<file path="config.mk">
export PLATFORM = sky130hd
export DESIGN_NAME = delimited_byte_list_parser
export DESIGN_NICKNAME = d
export VERILOG_FILES = /design/src/dblp_pkg.sv /design/src/delimited_byte_list_parser.sv
export SDC_FILE = /design/constraint.sdc
export NUM_CORES = 1
export LEC_CHECK = 0
export BUFFER_PORTS_ARGS = -buffer_cell sky130_fd_sc_hd__buf_4
export CAP_MARGIN = 15
export CORE_ASPECT_RATIO = 1.25
export CORE_MARGIN = 10
export CORE_UTILIZATION = 50
export CTS_CLUSTER_DIAMETER = 30
export DETAILED_ROUTE_END_ITERATION = 16
export PLACE_DENSITY_LB_ADDON = 0.1
export SLEW_MARGIN = 20
export SYNTH_ARGS = -nofsm -noshare
export SYNTH_HDL_FRONTEND = slang
export SYNTH_SLANG_ARGS = --single-unit
</file>
<file path="constraint.sdc">
create_clock -name i_clk -period 4.85 [get_ports i_clk]
set_input_delay 0.97 -clock i_clk [delete_from_list [all_inputs] [get_ports i_clk]]
set_output_delay 0.97 -clock i_clk [all_outputs]
set_load 0.01 [all_outputs]
</file>
<file path="src/dblp_pkg.sv">
`timescale 1ns / 1ps

package dblp_pkg;

    localparam int CHAR_W  = 8;
    localparam int ACC_W   = 10;
    localparam int DCNT_W  = 2;
    localparam int CFG_IDX_W = 2;

    // Result status codes
    typedef enum logic [2:0] {
        ST_OK              = 3'd0,
        ST_BAD_CHAR        = 3'd1,
        ST_TOO_MANY_DIGITS = 3'd2,
        ST_EMPTY           = 3'd3,
        ST_TOO_MANY_FIELDS = 3'd4,
        ST_TOO_FEW_FIELDS  = 3'd5,
        ST_OVER            = 3'd6
    } t_status;

    // Radix mode codes; the unused code behaves as decimal
    localparam logic [1:0] RADIX_BIN = 2'd0;
    localparam logic [1:0] RADIX_DEC = 2'd1;
    localparam logic [1:0] RADIX_HEX = 2'd2;

    // Configuration register indexes
    localparam logic [CFG_IDX_W-1:0] CFG_DELIM = 2'd0;
    localparam logic [CFG_IDX_W-1:0] CFG_RADIX = 2'd1;
    localparam logic [CFG_IDX_W-1:0] CFG_COUNT = 2'd2;

    // Register reset values
    localparam logic [CHAR_W-1:0] DELIM_RST = 8'd44;
    localparam logic [1:0]        RADIX_RST = RADIX_DEC;
    localparam logic [CHAR_W-1:0] COUNT_RST = 8'd1;

    // Character codes
    localparam logic [CHAR_W-1:0] CH_NUL = 8'h00;
    localparam logic [CHAR_W-1:0] CH_LF  = 8'h0A;
    localparam logic [CHAR_W-1:0] CH_0   = 8'h30;
    localparam logic [CHAR_W-1:0] CH_1   = 8'h31;
    localparam logic [CHAR_W-1:0] CH_9   = 8'h39;
    localparam logic [CHAR_W-1:0] CH_LA  = 8'h61;
    localparam logic [CHAR_W-1:0] CH_LF_ = 8'h66;
    localparam logic [CHAR_W-1:0] CH_UA  = 8'h41;
    localparam logic [CHAR_W-1:0] CH_UF  = 8'h46;

    localparam logic [ACC_W-1:0] BYTE_MAX = 10'd255;

endpackage

</file>
<file path="src/delimited_byte_list_parser.sv">
`timescale 1ns / 1ps

// Delimited byte list parser. Takes one character per transaction and parses a
// list of byte fields split by the configured delimiter and ended by NUL or
// newline. Fields are one binary digit, up to three decimal digits (at most
// 255) or up to two hex digits of either case, as the radix mode selects. Each
// delimiter yields one result with the field value; the terminator yields the
// last field with list end set and a status, and the list state clears. On any
// error the rest of the list up to the terminator is swallowed and the first
// error is reported there with a value of zero; drop the list when status is
// nonzero. Rate: one character per clock sustained unless output stalls, set
// by a single input register feeding a single result register, which loads
// the staged character's result. Characters that make no result never wait
// on the output side. Write configuration only while the block is idle.
module delimited_byte_list_parser (
    input  logic                          i_clk,
    input  logic                          i_rst_n,
    // configuration write port
    input  logic                          i_cfg_we,
    input  logic [dblp_pkg::CFG_IDX_W-1:0] i_cfg_index,
    input  logic [dblp_pkg::CHAR_W-1:0]   i_cfg_data,
    // character input
    input  logic                          i_in_valid,
    output logic                          o_in_ready,
    input  logic [dblp_pkg::CHAR_W-1:0]   i_char_code,
    // result output
    output logic                          o_out_valid,
    input  logic                          i_out_ready,
    output logic [7:0]                    o_byte_value,
    output logic [7:0]                    o_field_index,
    output logic                          o_list_end,
    output logic [2:0]                    o_status
);
    import dblp_pkg::*;

    // configuration
    logic [CHAR_W-1:0] r_delim;
    logic [1:0]        r_radix;
    logic [CHAR_W-1:0] r_count;

    // input stage
    logic              r_in_valid;
    logic [CHAR_W-1:0] r_in_char;

    // list state
    logic [ACC_W-1:0]  r_acc,    n_acc;
    logic [DCNT_W-1:0] r_dcnt,   n_dcnt;
    logic [7:0]        r_fdone,  n_fdone;
    t_status           r_err,    n_err;

    // result register
    logic              r_out_valid;
    logic [7:0]        r_out_value;
    logic [7:0]        r_out_index;
    logic              r_out_last;
    t_status           r_out_status;

    // per-character decode
    logic              term;
    logic              is_dig;
    logic [3:0]        dig;
    logic [DCNT_W-1:0] limit;
    logic [ACC_W-1:0]  acc_mac;
    logic [8:0]        total;
    logic              emit;
    logic [7:0]        e_value;
    logic              e_last;
    t_status           e_status;
    logic              consume;

    // ---------------------------------------------------------------
    // Configuration registers
    // ---------------------------------------------------------------
    always_ff @(posedge i_clk) begin
        if (!i_rst_n) begin
            r_delim <= DELIM_RST;
            r_radix <= RADIX_RST;
            r_count <= COUNT_RST;
        end else if (i_cfg_we) begin
            case (i_cfg_index)
                CFG_DELIM: r_delim <= i_cfg_data;
                CFG_RADIX: r_radix <= i_cfg_data[1:0];
                CFG_COUNT: r_count <= i_cfg_data;
                default:   ;
            endcase
        end
    end

    // ---------------------------------------------------------------
    // Digit classification and multiply-add
    // ---------------------------------------------------------------
    always_comb begin
        term   = (r_in_char == CH_NUL) || (r_in_char == CH_LF);
        is_dig = 1'b0;
        dig    = r_in_char[3:0];
        case (r_radix)
            RADIX_BIN: begin
                is_dig  = (r_in_char == CH_0) || (r_in_char == CH_1);
                limit   = 2'd1;
                acc_mac = {r_acc[ACC_W-2:0], 1'b0} + {{(ACC_W-4){1'b0}}, dig};
            end
            RADIX_HEX: begin
                // letters: low nibble 1..6 maps to 10..15
                if (r_in_char inside {[CH_0:CH_9]}) begin
                    is_dig = 1'b1;
                end else if (r_in_char inside {[CH_LA:CH_LF_], [CH_UA:CH_UF]}) begin
                    is_dig = 1'b1;
                    dig    = r_in_char[3:0] + 4'd9;
                end
                limit   = 2'd2;
                acc_mac = {r_acc[ACC_W-5:0], 4'b0000} + {{(ACC_W-4){1'b0}}, dig};
            end
            default: begin
                // decimal, also for the unused mode code
                is_dig  = r_in_char inside {[CH_0:CH_9]};
                limit   = 2'd3;
                acc_mac = {r_acc[ACC_W-4:0], 3'b000} + {r_acc[ACC_W-2:0], 1'b0}
                        + {{(ACC_W-4){1'b0}}, dig};
            end
        endcase
    end

    // ---------------------------------------------------------------
    // List state update and result generation
    // ---------------------------------------------------------------
    always_comb begin
        total    = {1'b0, r_fdone} + 9'd1;
        n_acc    = r_acc;
        n_dcnt   = r_dcnt;
        n_fdone  = r_fdone;
        n_err    = r_err;
        emit     = 1'b0;
        e_value  = r_acc[7:0];
        e_last   = 1'b0;
        e_status = ST_OK;

        if (r_err != ST_OK) begin
            // swallow until terminator, then report first error
            if (term) begin
                emit     = 1'b1;
                e_value  = 8'd0;
                e_last   = 1'b1;
                e_status = r_err;
                n_acc    = '0;
                n_dcnt   = '0;
                n_fdone  = '0;
                n_err    = ST_OK;
            end
        end else if (is_dig) begin
            if (r_dcnt >= limit) begin
                n_err = ST_TOO_MANY_DIGITS;
            end else begin
                n_dcnt = r_dcnt + 2'd1;
                n_acc  = acc_mac;
            end
        end else if (r_in_char == r_delim) begin
            if (r_dcnt == '0) begin
                n_err = ST_EMPTY;
            end else if (r_acc > BYTE_MAX) begin
                n_err = ST_OVER;
            end else if (total >= {1'b0, r_count}) begin
                n_err = ST_TOO_MANY_FIELDS;
            end else begin
                emit    = 1'b1;
                n_fdone = total[7:0];
                n_acc   = '0;
                n_dcnt  = '0;
            end
        end else if (term) begin
            emit   = 1'b1;
            e_last = 1'b1;
            if (r_dcnt == '0) begin
                e_status = ST_EMPTY;
            end else if (r_acc > BYTE_MAX) begin
                e_status = ST_OVER;
            end else if (total < {1'b0, r_count}) begin
                e_status = ST_TOO_FEW_FIELDS;
            end else if (total > {1'b0, r_count}) begin
                e_status = ST_TOO_MANY_FIELDS;
            end
            if (e_status != ST_OK) begin
                e_value = 8'd0;
            end
            n_acc   = '0;
            n_dcnt  = '0;
            n_fdone = '0;
        end else begin
            n_err = ST_BAD_CHAR;
        end
    end

    // A staged character moves on unless it makes a result that cannot land;
    // nothing is taken while in reset
    assign consume    = r_in_valid && (!emit || !r_out_valid || i_out_ready);
    assign o_in_ready = i_rst_n && (!r_in_valid || consume);

    // ---------------------------------------------------------------
    // Input register
    // ---------------------------------------------------------------
    always_ff @(posedge i_clk) begin
        if (!i_rst_n) begin
            r_in_valid <= 1'b0;
        end else if (o_in_ready) begin
            r_in_valid <= i_in_valid;
        end
    end

    always_ff @(posedge i_clk) begin
        if (i_in_valid && o_in_ready) begin
            r_in_char <= i_char_code;
        end
    end

    // ---------------------------------------------------------------
    // List state
    // ---------------------------------------------------------------
    always_ff @(posedge i_clk) begin
        if (!i_rst_n) begin
            r_acc   <= '0;
            r_dcnt  <= '0;
            r_fdone <= '0;
            r_err   <= ST_OK;
        end else if (consume) begin
            r_acc   <= n_acc;
            r_dcnt  <= n_dcnt;
            r_fdone <= n_fdone;
            r_err   <= n_err;
        end
    end

    // ---------------------------------------------------------------
    // Result register
    // ---------------------------------------------------------------
    always_ff @(posedge i_clk) begin
        if (!i_rst_n) begin
            r_out_valid <= 1'b0;
        end else if (consume && emit) begin
            r_out_valid <= 1'b1;
        end else if (i_out_ready) begin
            r_out_valid <= 1'b0;
        end
    end

    always_ff @(posedge i_clk) begin
        if (consume && emit) begin
            r_out_value  <= e_value;
            r_out_index  <= r_fdone;
            r_out_last   <= e_last;
            r_out_status <= e_status;
        end
    end

    assign o_out_valid   = r_out_valid;
    assign o_byte_value  = r_out_value;
    assign o_field_index = r_out_index;
    assign o_list_end    = r_out_last;
    assign o_status      = r_out_status;

endmodule

</file>
* Word level (Yosys, flattened, before mapping)
Cells that the tools add are included.
** Word-level totals
- Register bits after elaboration :: 71
- Bits of input ports :: 23
- Word-level logic and storage cells :: 151
- Output and inout bits :: 22
** Operators by class
- Eq/ne operators :: 19
- Add/sub/neg operators :: 7
- Reduce and logical (&&, ||, !) cells :: 29
- Multiplexer cells :: 71
- $lt $le $gt $ge :: 11
** Operator list (count)
- $mux W8 :: 13
- $mux W10 :: 8
- $mux W3 :: 22
- $add A10 B4 Y10 :: 3
- $pmux W10 S2 :: 1
- $eq A8 B6 Y1 const B :: 2
- $ge A8 B7 Y1 const B :: 2
- $le A8 B7 Y1 const B :: 2
- $mux W2 :: 8
- $reduce_and A5 Y1 :: 3
- $mux W1 :: 14
- $mux W4 :: 3
- $ne A3 B3 Y1 const B :: 4
- $ne A4 B4 Y1 const B :: 3
- $add A10 B10 Y10 :: 1
- $gt A10 B8 Y1 const B :: 1
- $add A8 B1 Y9 const B :: 1
- $ge A9 B8 Y1 :: 1
- $gt A9 B8 Y1 :: 1
- $lt A9 B8 Y1 :: 1
- $eq A8 B4 Y1 const B :: 1
- $eq A8 B8 Y1 :: 1
- $ge A8 B6 Y1 const B :: 1
- $le A8 B6 Y1 const B :: 1
- 20 further kinds :: 39

* Logic depth before layout (Yosys ltp)
Gate-level depths: netlist of the first run.
- Depth in word-level cells :: 16
- Depth in mapped cells :: 13
- Gate-level depth less buffers :: 12

* Least setup slack after synthesis of the first run
Ideal clock, no wire load.
- Path type :: reg2reg
- From :: register r_fdone[0]
- To :: register r_fdone[5]
- Slack :: 0.571 ns
- Path buffers :: 0
- Clock period less this slack :: 4.279 ns
- Required time :: 4.647 ns
- Stages on the path, launching flop included :: 13
- Arrival :: 4.076 ns
- Path through :: dfxtp_1 ha_1 nand3_1 nor2_1 xor2_1 ha_1 a21o_1 a21o_1 a211oi_2 nand4b_4 o21a_1 nor3_1 o21ai_0
** Between the ends
- Word-level cells in the longest chain between the ends :: 13
** RTL lines
- from (decl) :: line delimited_byte_list_parser.sv:48 : logic [7:0] r_fdone, n_fdone;
- from (signal assigned) :: line delimited_byte_list_parser.sv:226 : r_fdone <= n_fdone;
- $add A8 B1 Y9 (*) :: line delimited_byte_list_parser.sv:127 : total = {1'b0, r_fdone} + 9'd1;
- $ge A9 B8 Y1 :: line delimited_byte_list_parser.sv:161 : end else if (total >= {1'b0, r_count}) begin
- $mux W1 :: line delimited_byte_list_parser.sv:161
- $mux W1 :: line delimited_byte_list_parser.sv:159 : end else if (r_acc > BYTE_MAX) begin
- $mux W1 :: line delimited_byte_list_parser.sv:157 : if (r_dcnt == '0) begin
- $mux W1 :: line delimited_byte_list_parser.sv:156 : end else if (r_in_char == r_delim) begin
- $mux W1 :: line delimited_byte_list_parser.sv:149 : end else if (is_dig) begin
- $mux W1 :: line delimited_byte_list_parser.sv:137 : if (r_err != ST_OK) begin
- $logic_not A1 Y1 :: line delimited_byte_list_parser.sv:194 : assign consume = r_in_valid && (!emit || !r_out_valid || i_out_ready);
- $logic_or A1 B1 Y1 (2 in series) :: line delimited_byte_list_parser.sv:194
- $logic_and A1 B1 Y1 :: line delimited_byte_list_parser.sv:194
- $reduce_and A5 Y1 (no line)
Mark *: on every way between the ends. The rest lies on a longest branch, timed or not. The select of a mux whose other input is x is not followed.
A chain may end at the register's enable or synchronous reset.

* Worst setup path in the final report of the first run
- From :: register r_fdone[0]
- To :: output port o_in_ready
** Between the ends
- Word-level cells in the longest chain between the ends :: 14
** RTL lines
- $add A8 B1 Y9 :: line delimited_byte_list_parser.sv:127
- $ge A9 B8 Y1 :: line delimited_byte_list_parser.sv:161
- $mux W1 :: line delimited_byte_list_parser.sv:161
- $mux W1 :: line delimited_byte_list_parser.sv:159
- $mux W1 :: line delimited_byte_list_parser.sv:157
- $mux W1 :: line delimited_byte_list_parser.sv:156
- $mux W1 :: line delimited_byte_list_parser.sv:149
- $mux W1 :: line delimited_byte_list_parser.sv:137
- $logic_not A1 Y1 :: line delimited_byte_list_parser.sv:194
- $logic_or A1 B1 Y1 (2 in series) :: line delimited_byte_list_parser.sv:194
- $logic_and A1 B1 Y1 :: line delimited_byte_list_parser.sv:194
- $logic_or A1 B1 Y1 :: line delimited_byte_list_parser.sv:195 : assign o_in_ready = i_rst_n && (!r_in_valid || consume);
- $logic_and A1 B1 Y1 :: line delimited_byte_list_parser.sv:195
- to (decl) :: line delimited_byte_list_parser.sv:24 : output logic o_in_ready,
No other way between the ends.

==> flow_metrics.env, run 1 <==
export IMPL_synth_top_area_share_pct=20.20
export IMPL_worst_hold_slack_ns=0.5021
export IMPL_async_flop_share_pct=0
export IMPL_htree_levels=3
export IMPL_synthFlopType="dfxtp_1"
export IMPL_numPortBuffers=44
export IMPL_wl_mm=9.913
export IMPL_syn_nets=486
export IMPL_wl_met1_mm=3.868
export IMPL_io_pins=45
export IMPL_fmax_mhz=220.0
export IMPL_fin_cells=577
export IMPL_drc_errors=0
export IMPL_routed_via_density=5.887
export IMPL_ys_warnings_count=0
export IMPL_cts_max_path_buffers=2
export IMPL_critPathArrivalTime_ns=3.58
export IMPL_area_growth_pct=13.89
export IMPL_synth_edf_count=28
export IMPL_power_density_nw_per_um2=241.8
export IMPL_slowest_delay_ns=0.46
export IMPL_clockRootBuffer="clkbuf_8"
export IMPL_dieArea_um2=12640
export IMPL_slew_viol_final=0
export IMPL_rsz0062_at_grt="no"
export IMPL_clk_latency_ns=0.34
export IMPL_path_clk_slew_ns=0.07
export IMPL_grt_start_max_net_pins=25
export IMPL_cp_slowest_cell="dfxtp_1"
export IMPL_p_leak_nw=2.043
export IMPL_place_congestion=0.9493
export IMPL_cts_sinks=71
export IMPL_synth_cell_type_count=67
export IMPL_slew_headroom_pct=46.72
export IMPL_setup_tns_ns=0
export IMPL_grt_pass1_vias=3397
export IMPL_start_util_pct=51.43
export IMPL_critPathMaxFanout=9
export IMPL_die_w_um=102.6
export IMPL_synth_cells=429
export IMPL_ant_nets=0
export IMPL_vias=3397
export IMPL_vdd_drop_max_mv=0.1182
export IMPL_worstSetupStartpointType="register"
export IMPL_crit_path_cell_trace="ha_1 -> nand3_1 -> nor2_1 -> xor2_1 -> ha_1 -> a21o_1 -> a21o_1 -> a211oi_2 -> nand4b_4 -> o21ai_1 -> a31oi_1 -> buf_4"
export IMPL_nets=532
export IMPL_yosysSeqAreaShare_pct=39.93
export IMPL_crit_path_end_kind="primary output"
export IMPL_num_rows=37
export IMPL_cts_setup_buffers=0
export IMPL_core_um2=8287
export IMPL_antenna_found_initial=0
export IMPL_cts_resized=0
export IMPL_antenna_diode_count=0
export IMPL_required_ns=3.88
export IMPL_gr_usage_all_layers_pct=16.27
export IMPL_synth_area_um2=4262
export IMPL_worst_slew_pin_slew_ns=0.7931
export IMPL_drtPass1Iterations=4
export IMPL_avgSynthCellArea_um2=9.934
export IMPL_grt_pass1_wl_mm=16.27
export IMPL_wl_met3_um=406
export IMPL_synth_area_leader_cell="dfxtp_1"
export IMPL_worstHoldPathType="register to register"
export IMPL_die_h_um=123.2
export IMPL_yosys_top_cells_area="dfxtp_1 (20%), edfxtp_1 (20%), ha_1 (9.1%), mux2i_1 (5.2%), xor2_1 (3.5%)"
export IMPL_holdBufCountCts=0
export IMPL_fin_crit_sh_pct=93.72
export IMPL_hold_viol=0
export IMPL_n_fill_cell=730
export IMPL_cts_tree="done"
export IMPL_post_drt_wl_per_cell_um=17.18
export IMPL_maxCapViolations=0
export IMPL_outcome="complete, no violations"
export IMPL_critPathKind="register to primary output"
export IMPL_ys_seq_elements=71
export IMPL_drt_iter0_drc=205
export IMPL_cts_inserted_buffers=9
export IMPL_layout_drive_gt1_share_pct=17.08
export IMPL_dp_cells=561
export IMPL_fin_crit_ns=4.545
export IMPL_dp_hpwl_mm=7.542
export IMPL_grt_overflow_total=0
export IMPL_top_layer_used="met4"
export IMPL_setup_viol=0
export IMPL_clock_skew_ns=0.005735
export IMPL_p_total_mw=1.174
export IMPL_route_met2_wl_mm=5.464
[power by group]
part	total, mW	switching, mW	internal [mW]
Combinational	0.119	0.0656	0.0537
Sequential	0.648	0.0189	0.629
Clock	0.406	0.209	0.197
[synth_stat cells (9+ instances only)]
library cell and instances:
mux2i_1 22, nand2_1 30, dfxtp_1 43, o21ai_0 20, ha_1 31, edfxtp_1 28, a21oi_1 22, nor3_1 10
xor2_1 17, inv_1 20, nand3_1 12, and2_1 10, xnor2_1 9, nor2_1 32
[final timing paths]
check	startpoint	to	slack, ns	cells past startpoint
setup / recovery	r_fdone[0]	o_in_ready	0.30	12
hold / removal	r_count[6]	r_count[6]	0.50	2
setup reg to reg	r_fdone[0]	r_dcnt[0]	1.10	12
hold reg to reg	r_count[6]	r_count[6]	0.50	2
[metal layers]
| layer | global-route usage, % | up-vias |
|---|---|---|
| li1 | - | 1664 |
| met1 | 17.03 | 1641 |
| met2 | 30.60 | 78 |
| met3 | 3.125 | 14 |
| met4 | 6.979 | 0 |
| met5 | 0 | - |
[through the flow]
step | util (%) | setup WS, ns | instance area, um2
2_1_floorplan | - | 0.5711 | 4262
3_5_place_dp | 56.55 | 0.7563 | 4686
6_report | 58.57 | 0.3047 | 4853
3_3_place_gp | 56.55 | 0.8800 | 4686
4_1_cts | 58.57 | 0.3539 | 4853
5_1_grt | 58.57 | 0.01078 | 4853
[cell usage in the layout, fill, tap and decap left out, drive strengths merged, types with 5 or more instances in the layout]
cell / Yosys / routed
a21o: 5 / 5
a21oi: 22 / 22
a22o: 8 / 8
a311oi: 5 / 5
a32o: 5 / 5
and2: 10 / 10
and3: 5 / 5
buf: 7 / 50
clkbuf: 8 / 12
dfxtp: 43 / 43
edfxtp: 28 / 28
ha: 31 / 31
inv: 20 / 20
mux2i: 22 / 22
nand2: 31 / 31
nand2b: 6 / 6
nand3: 13 / 13
nor2: 32 / 32
nor2b: 6 / 6
nor3: 10 / 10
o211ai: 5 / 5
o21ai: 21 / 21
xnor2: 9 / 9
xor2: 18 / 18
[worst max-delay path, delay by kind of cell (launching register included)]
family / cells / cell delay (ns)
XOR/XNOR: 1 / 0.19
AND/OR/NAND/NOR: 3 / 0.66
flip-flops: 1 / 0.46
adder cells (fa/ha/maj): 2 / 0.53
AO/OA/AOI/OAI: 5 / 1.19
buffers and inverters: 1 / 0.20
[kinds of logic (layout without fill, tap and decap cells)]
group	count (synthesis)	count (layout)	share of synthesized area, %
adders and majority gates	34	34	10.51
DFF	71	71	39.93
and+or+nand+nor	135	135	17.47
buffers and inverters	36	87	3.670
muxes	24	24	5.696
AOI/OAI and AO/OA	102	102	17.00
xor gates and xnor gates	27	27	5.725
[registers in the layout, indices dropped and copies added (netlist names)]
signal and count:
r_fdone 8, o_status 3, r_err 3, r_count 8
r_in_valid 1, r_radix 2, o_list_end 1, o_field_index 8
r_in_char 8, o_out_valid 1, r_acc 10, r_delim 8
r_dcnt 2, o_byte_value 8
[cell type report]
| type | instances | area, um2 | area share, % |
|---|---|---|---|
| multi-input combinational | 322 | 2409 | 49.63 |
| sequential | 71 | 1702 | 35.06 |
| timing repair buffer | 50 | 375.4 | 7.734 |
| clock buffer | 12 | 145.1 | 2.990 |
| tap | 97 | 121.4 | 2.501 |
| inverter | 21 | 78.83 | 1.624 |
| clock inverter | 4 | 22.52 | 0.4640 |
No activity file was read; power rests on OpenSTA's default activity.
==> run 2, diff against run 1 <==
--- a/config.mk
+++ b/config.mk
@@ -12,6 +12,7 @@
 export CORE_UTILIZATION = 50
 export CTS_CLUSTER_DIAMETER = 30
 export DETAILED_ROUTE_END_ITERATION = 16
+export GPL_TIMING_DRIVEN = 0
 export PLACE_DENSITY_LB_ADDON = 0.1
 export SLEW_MARGIN = 20
 export SYNTH_ARGS = -nofsm -noshare
==> flow_metrics.env, run 2 (synthesis results as in run 1) <==
export IMPL_rsz0062_at_grt="no"
export IMPL_mostFrequentLayoutCells="buf_4 (47), dfxtp_1 (43), nor2_1 (32)"
export IMPL_antenna_found_initial=0
export IMPL_nets=543
export IMPL_dp_cells=572
export IMPL_cp_depth=12
export IMPL_cts_tree="done"
export IMPL_grt_pass1_vias=3309
export IMPL_fmax_mhz=214.6
export IMPL_die_w_um=102.6
export IMPL_largest_reg_flops=10
export IMPL_dieArea_um2=12640
export IMPL_critPathArrivalTime_ns=3.69
export IMPL_wl_mm=9.695
export IMPL_drc_errors=0
export IMPL_antenna_diode_count=0
export IMPL_crit_path_cell_trace="ha_1 -> nand3_1 -> nor2_1 -> xor2_1 -> ha_1 -> a21o_1 -> a21o_1 -> a211oi_2 -> nand4b_4 -> o21ai_1 -> a31oi_1 -> buf_4"
export IMPL_worstSetupStartpoint="r_fdone[0]"
export IMPL_grt_pass1_wl_mm=15.77
export IMPL_routed_via_density=5.713
export IMPL_reg2reg_to="r_in_char[5]"
export IMPL_critPathKind="register to primary output"
export IMPL_grt_overflow_total=0
export IMPL_htree_levels=3
export IMPL_area_growth_pct=16.21
export IMPL_slew_viol_final=0
export IMPL_path_clk_slew_ns=0.08
export IMPL_gr_usage_all_layers_pct=15.91
export IMPL_cp_top_family="compound AO/OA/AOI/OAI gates"
export IMPL_place_congestion=0.9503
export IMPL_cts_max_path_buffers=2
export IMPL_clk_latency_ns=0.37
export IMPL_slowest_delay_ns=0.46
export IMPL_clockRootBuffer="clkbuf_8"
export IMPL_power_density_nw_per_um2=261.2
export IMPL_critPathMaxFanout=9
export IMPL_start_util_pct=51.43
export IMPL_final_common_cell="buf_4"
export IMPL_post_drt_wl_per_cell_um=16.49
export IMPL_vdd_drop_max_mv=0.1254
export IMPL_fin_crit_ns=4.661
export IMPL_cts_sinks=71
export IMPL_outcome="complete, no violations"
export IMPL_cp_slowest_cell="dfxtp_1"
export IMPL_n_fill_cell=740
export IMPL_reg2reg_setup_slack_ns=1.07
export IMPL_layout_setup_ws_ns=0.1893
export IMPL_worst_slew_pin_slew_ns=0.7633
export IMPL_vias=3359
export IMPL_crit_path_end_kind="primary output"
export IMPL_cts_resized=0
export IMPL_required_ns=3.88
export IMPL_regToRegStartpoint="r_fdone[0]"
export IMPL_numPortBuffers=44
export IMPL_place_ws_ns=0.6013
export IMPL_core_um2=8287
export IMPL_fin_crit_sh_pct=96.10
export IMPL_cts_setup_buffers=0
export IMPL_worstSetupStartpointType="register"
export IMPL_io_pins=45
export IMPL_worstHoldPathType="register to register"
export IMPL_die_h_um=123.2
export IMPL_clock_skew_ns=0.008131
export IMPL_layout_drive_gt1_share_pct=17.31
export IMPL_cts_inserted_buffers=9
export IMPL_seq_area_um2=1702
export IMPL_dp_hpwl_mm=7.503
export IMPL_grt_start_max_net_pins=14
export IMPL_crit_buf_inv=1
export IMPL_drt_iter0_drc=181
export IMPL_worst_hold_slack_ns=0.4985
export IMPL_holdBufCountCts=0
export IMPL_hold_viol=0
export IMPL_multi_input_area_um2=2409
export IMPL_maxCapViolations=0
export IMPL_ant_nets=0
export IMPL_slew_headroom_pct=48.72
export IMPL_p_leak_nw=2.083
export IMPL_endpoint="o_in_ready"
export IMPL_num_rows=37
export IMPL_top_register="r_acc"
export IMPL_drtPass1Iterations=4
export IMPL_r2r_cells=12
export IMPL_fin_cells=588
export IMPL_setup_viol=0
run 2: worst min-delay path by stage:
stage | endpoint | from | cells past startpoint | slack [ns]
2_1_floorplan | r_count[0] | r_count[0] | 2 | 0.45
3_3_place_gp | r_count[7] | r_count[7] | 2 | 0.48
3_5_place_dp | r_count[7] | r_count[7] | 2 | 0.49
4_1_cts | r_err[1] | r_err[1] | 2 | 0.50
5_1_grt | o_field_index[7] | r_fdone[7] | 0 | 0.53
6_report | r_count[6] | r_count[6] | 2 | 0.50
run 2: tightest hold or removal path, delay by kind of cell, from the launching register on:
family | cells | cell delay (ns)
flops | 1 | 0.33
simple gates | 1 | 0.07
mux | 1 | 0.07
run 2: area by class of cell:
type | count | share of cell area [%]
repair buffers | 46 | 6.973
multi-input cells | 322 | 48.64
flip-flops and latches | 71 | 34.36
inverters | 21 | 1.592
plain buffers | 15 | 1.566
clock buffers | 9 | 2.501
well taps | 97 | 2.451
clock inverters | 7 | 1.920
run 2: per-stage QoR:
stage               TNS (ns)  util (%)  instance area [um2]  total power, mW
detailed placement         0     57.12                 4733           0.7844
global route               0     59.76                 4952            1.341
floorplan                  0         -                 4262           0.7412
CTS                        0     59.76                 4952            1.305
global placement      -10.09     56.88                 4713           0.7807
finish                     0     59.76                 4952            1.293
run 2: layer usage:
metal	routed length, um	vias up	global-route usage (%)
li1	-	1689	-
met1	3975	1598	17.18
met2	5216	53	28.97
met3	260	19	2.009
met4	242	0	9.187
met5	0	-	0
run 2: power breakdown:
group          internal, mW  leakage [nW]  switching (mW)
Clock                 0.290         0.110           0.232
Combinational        0.0559          1.37          0.0735
Sequential            0.629         0.600          0.0128
Total                 0.975          2.08           0.319
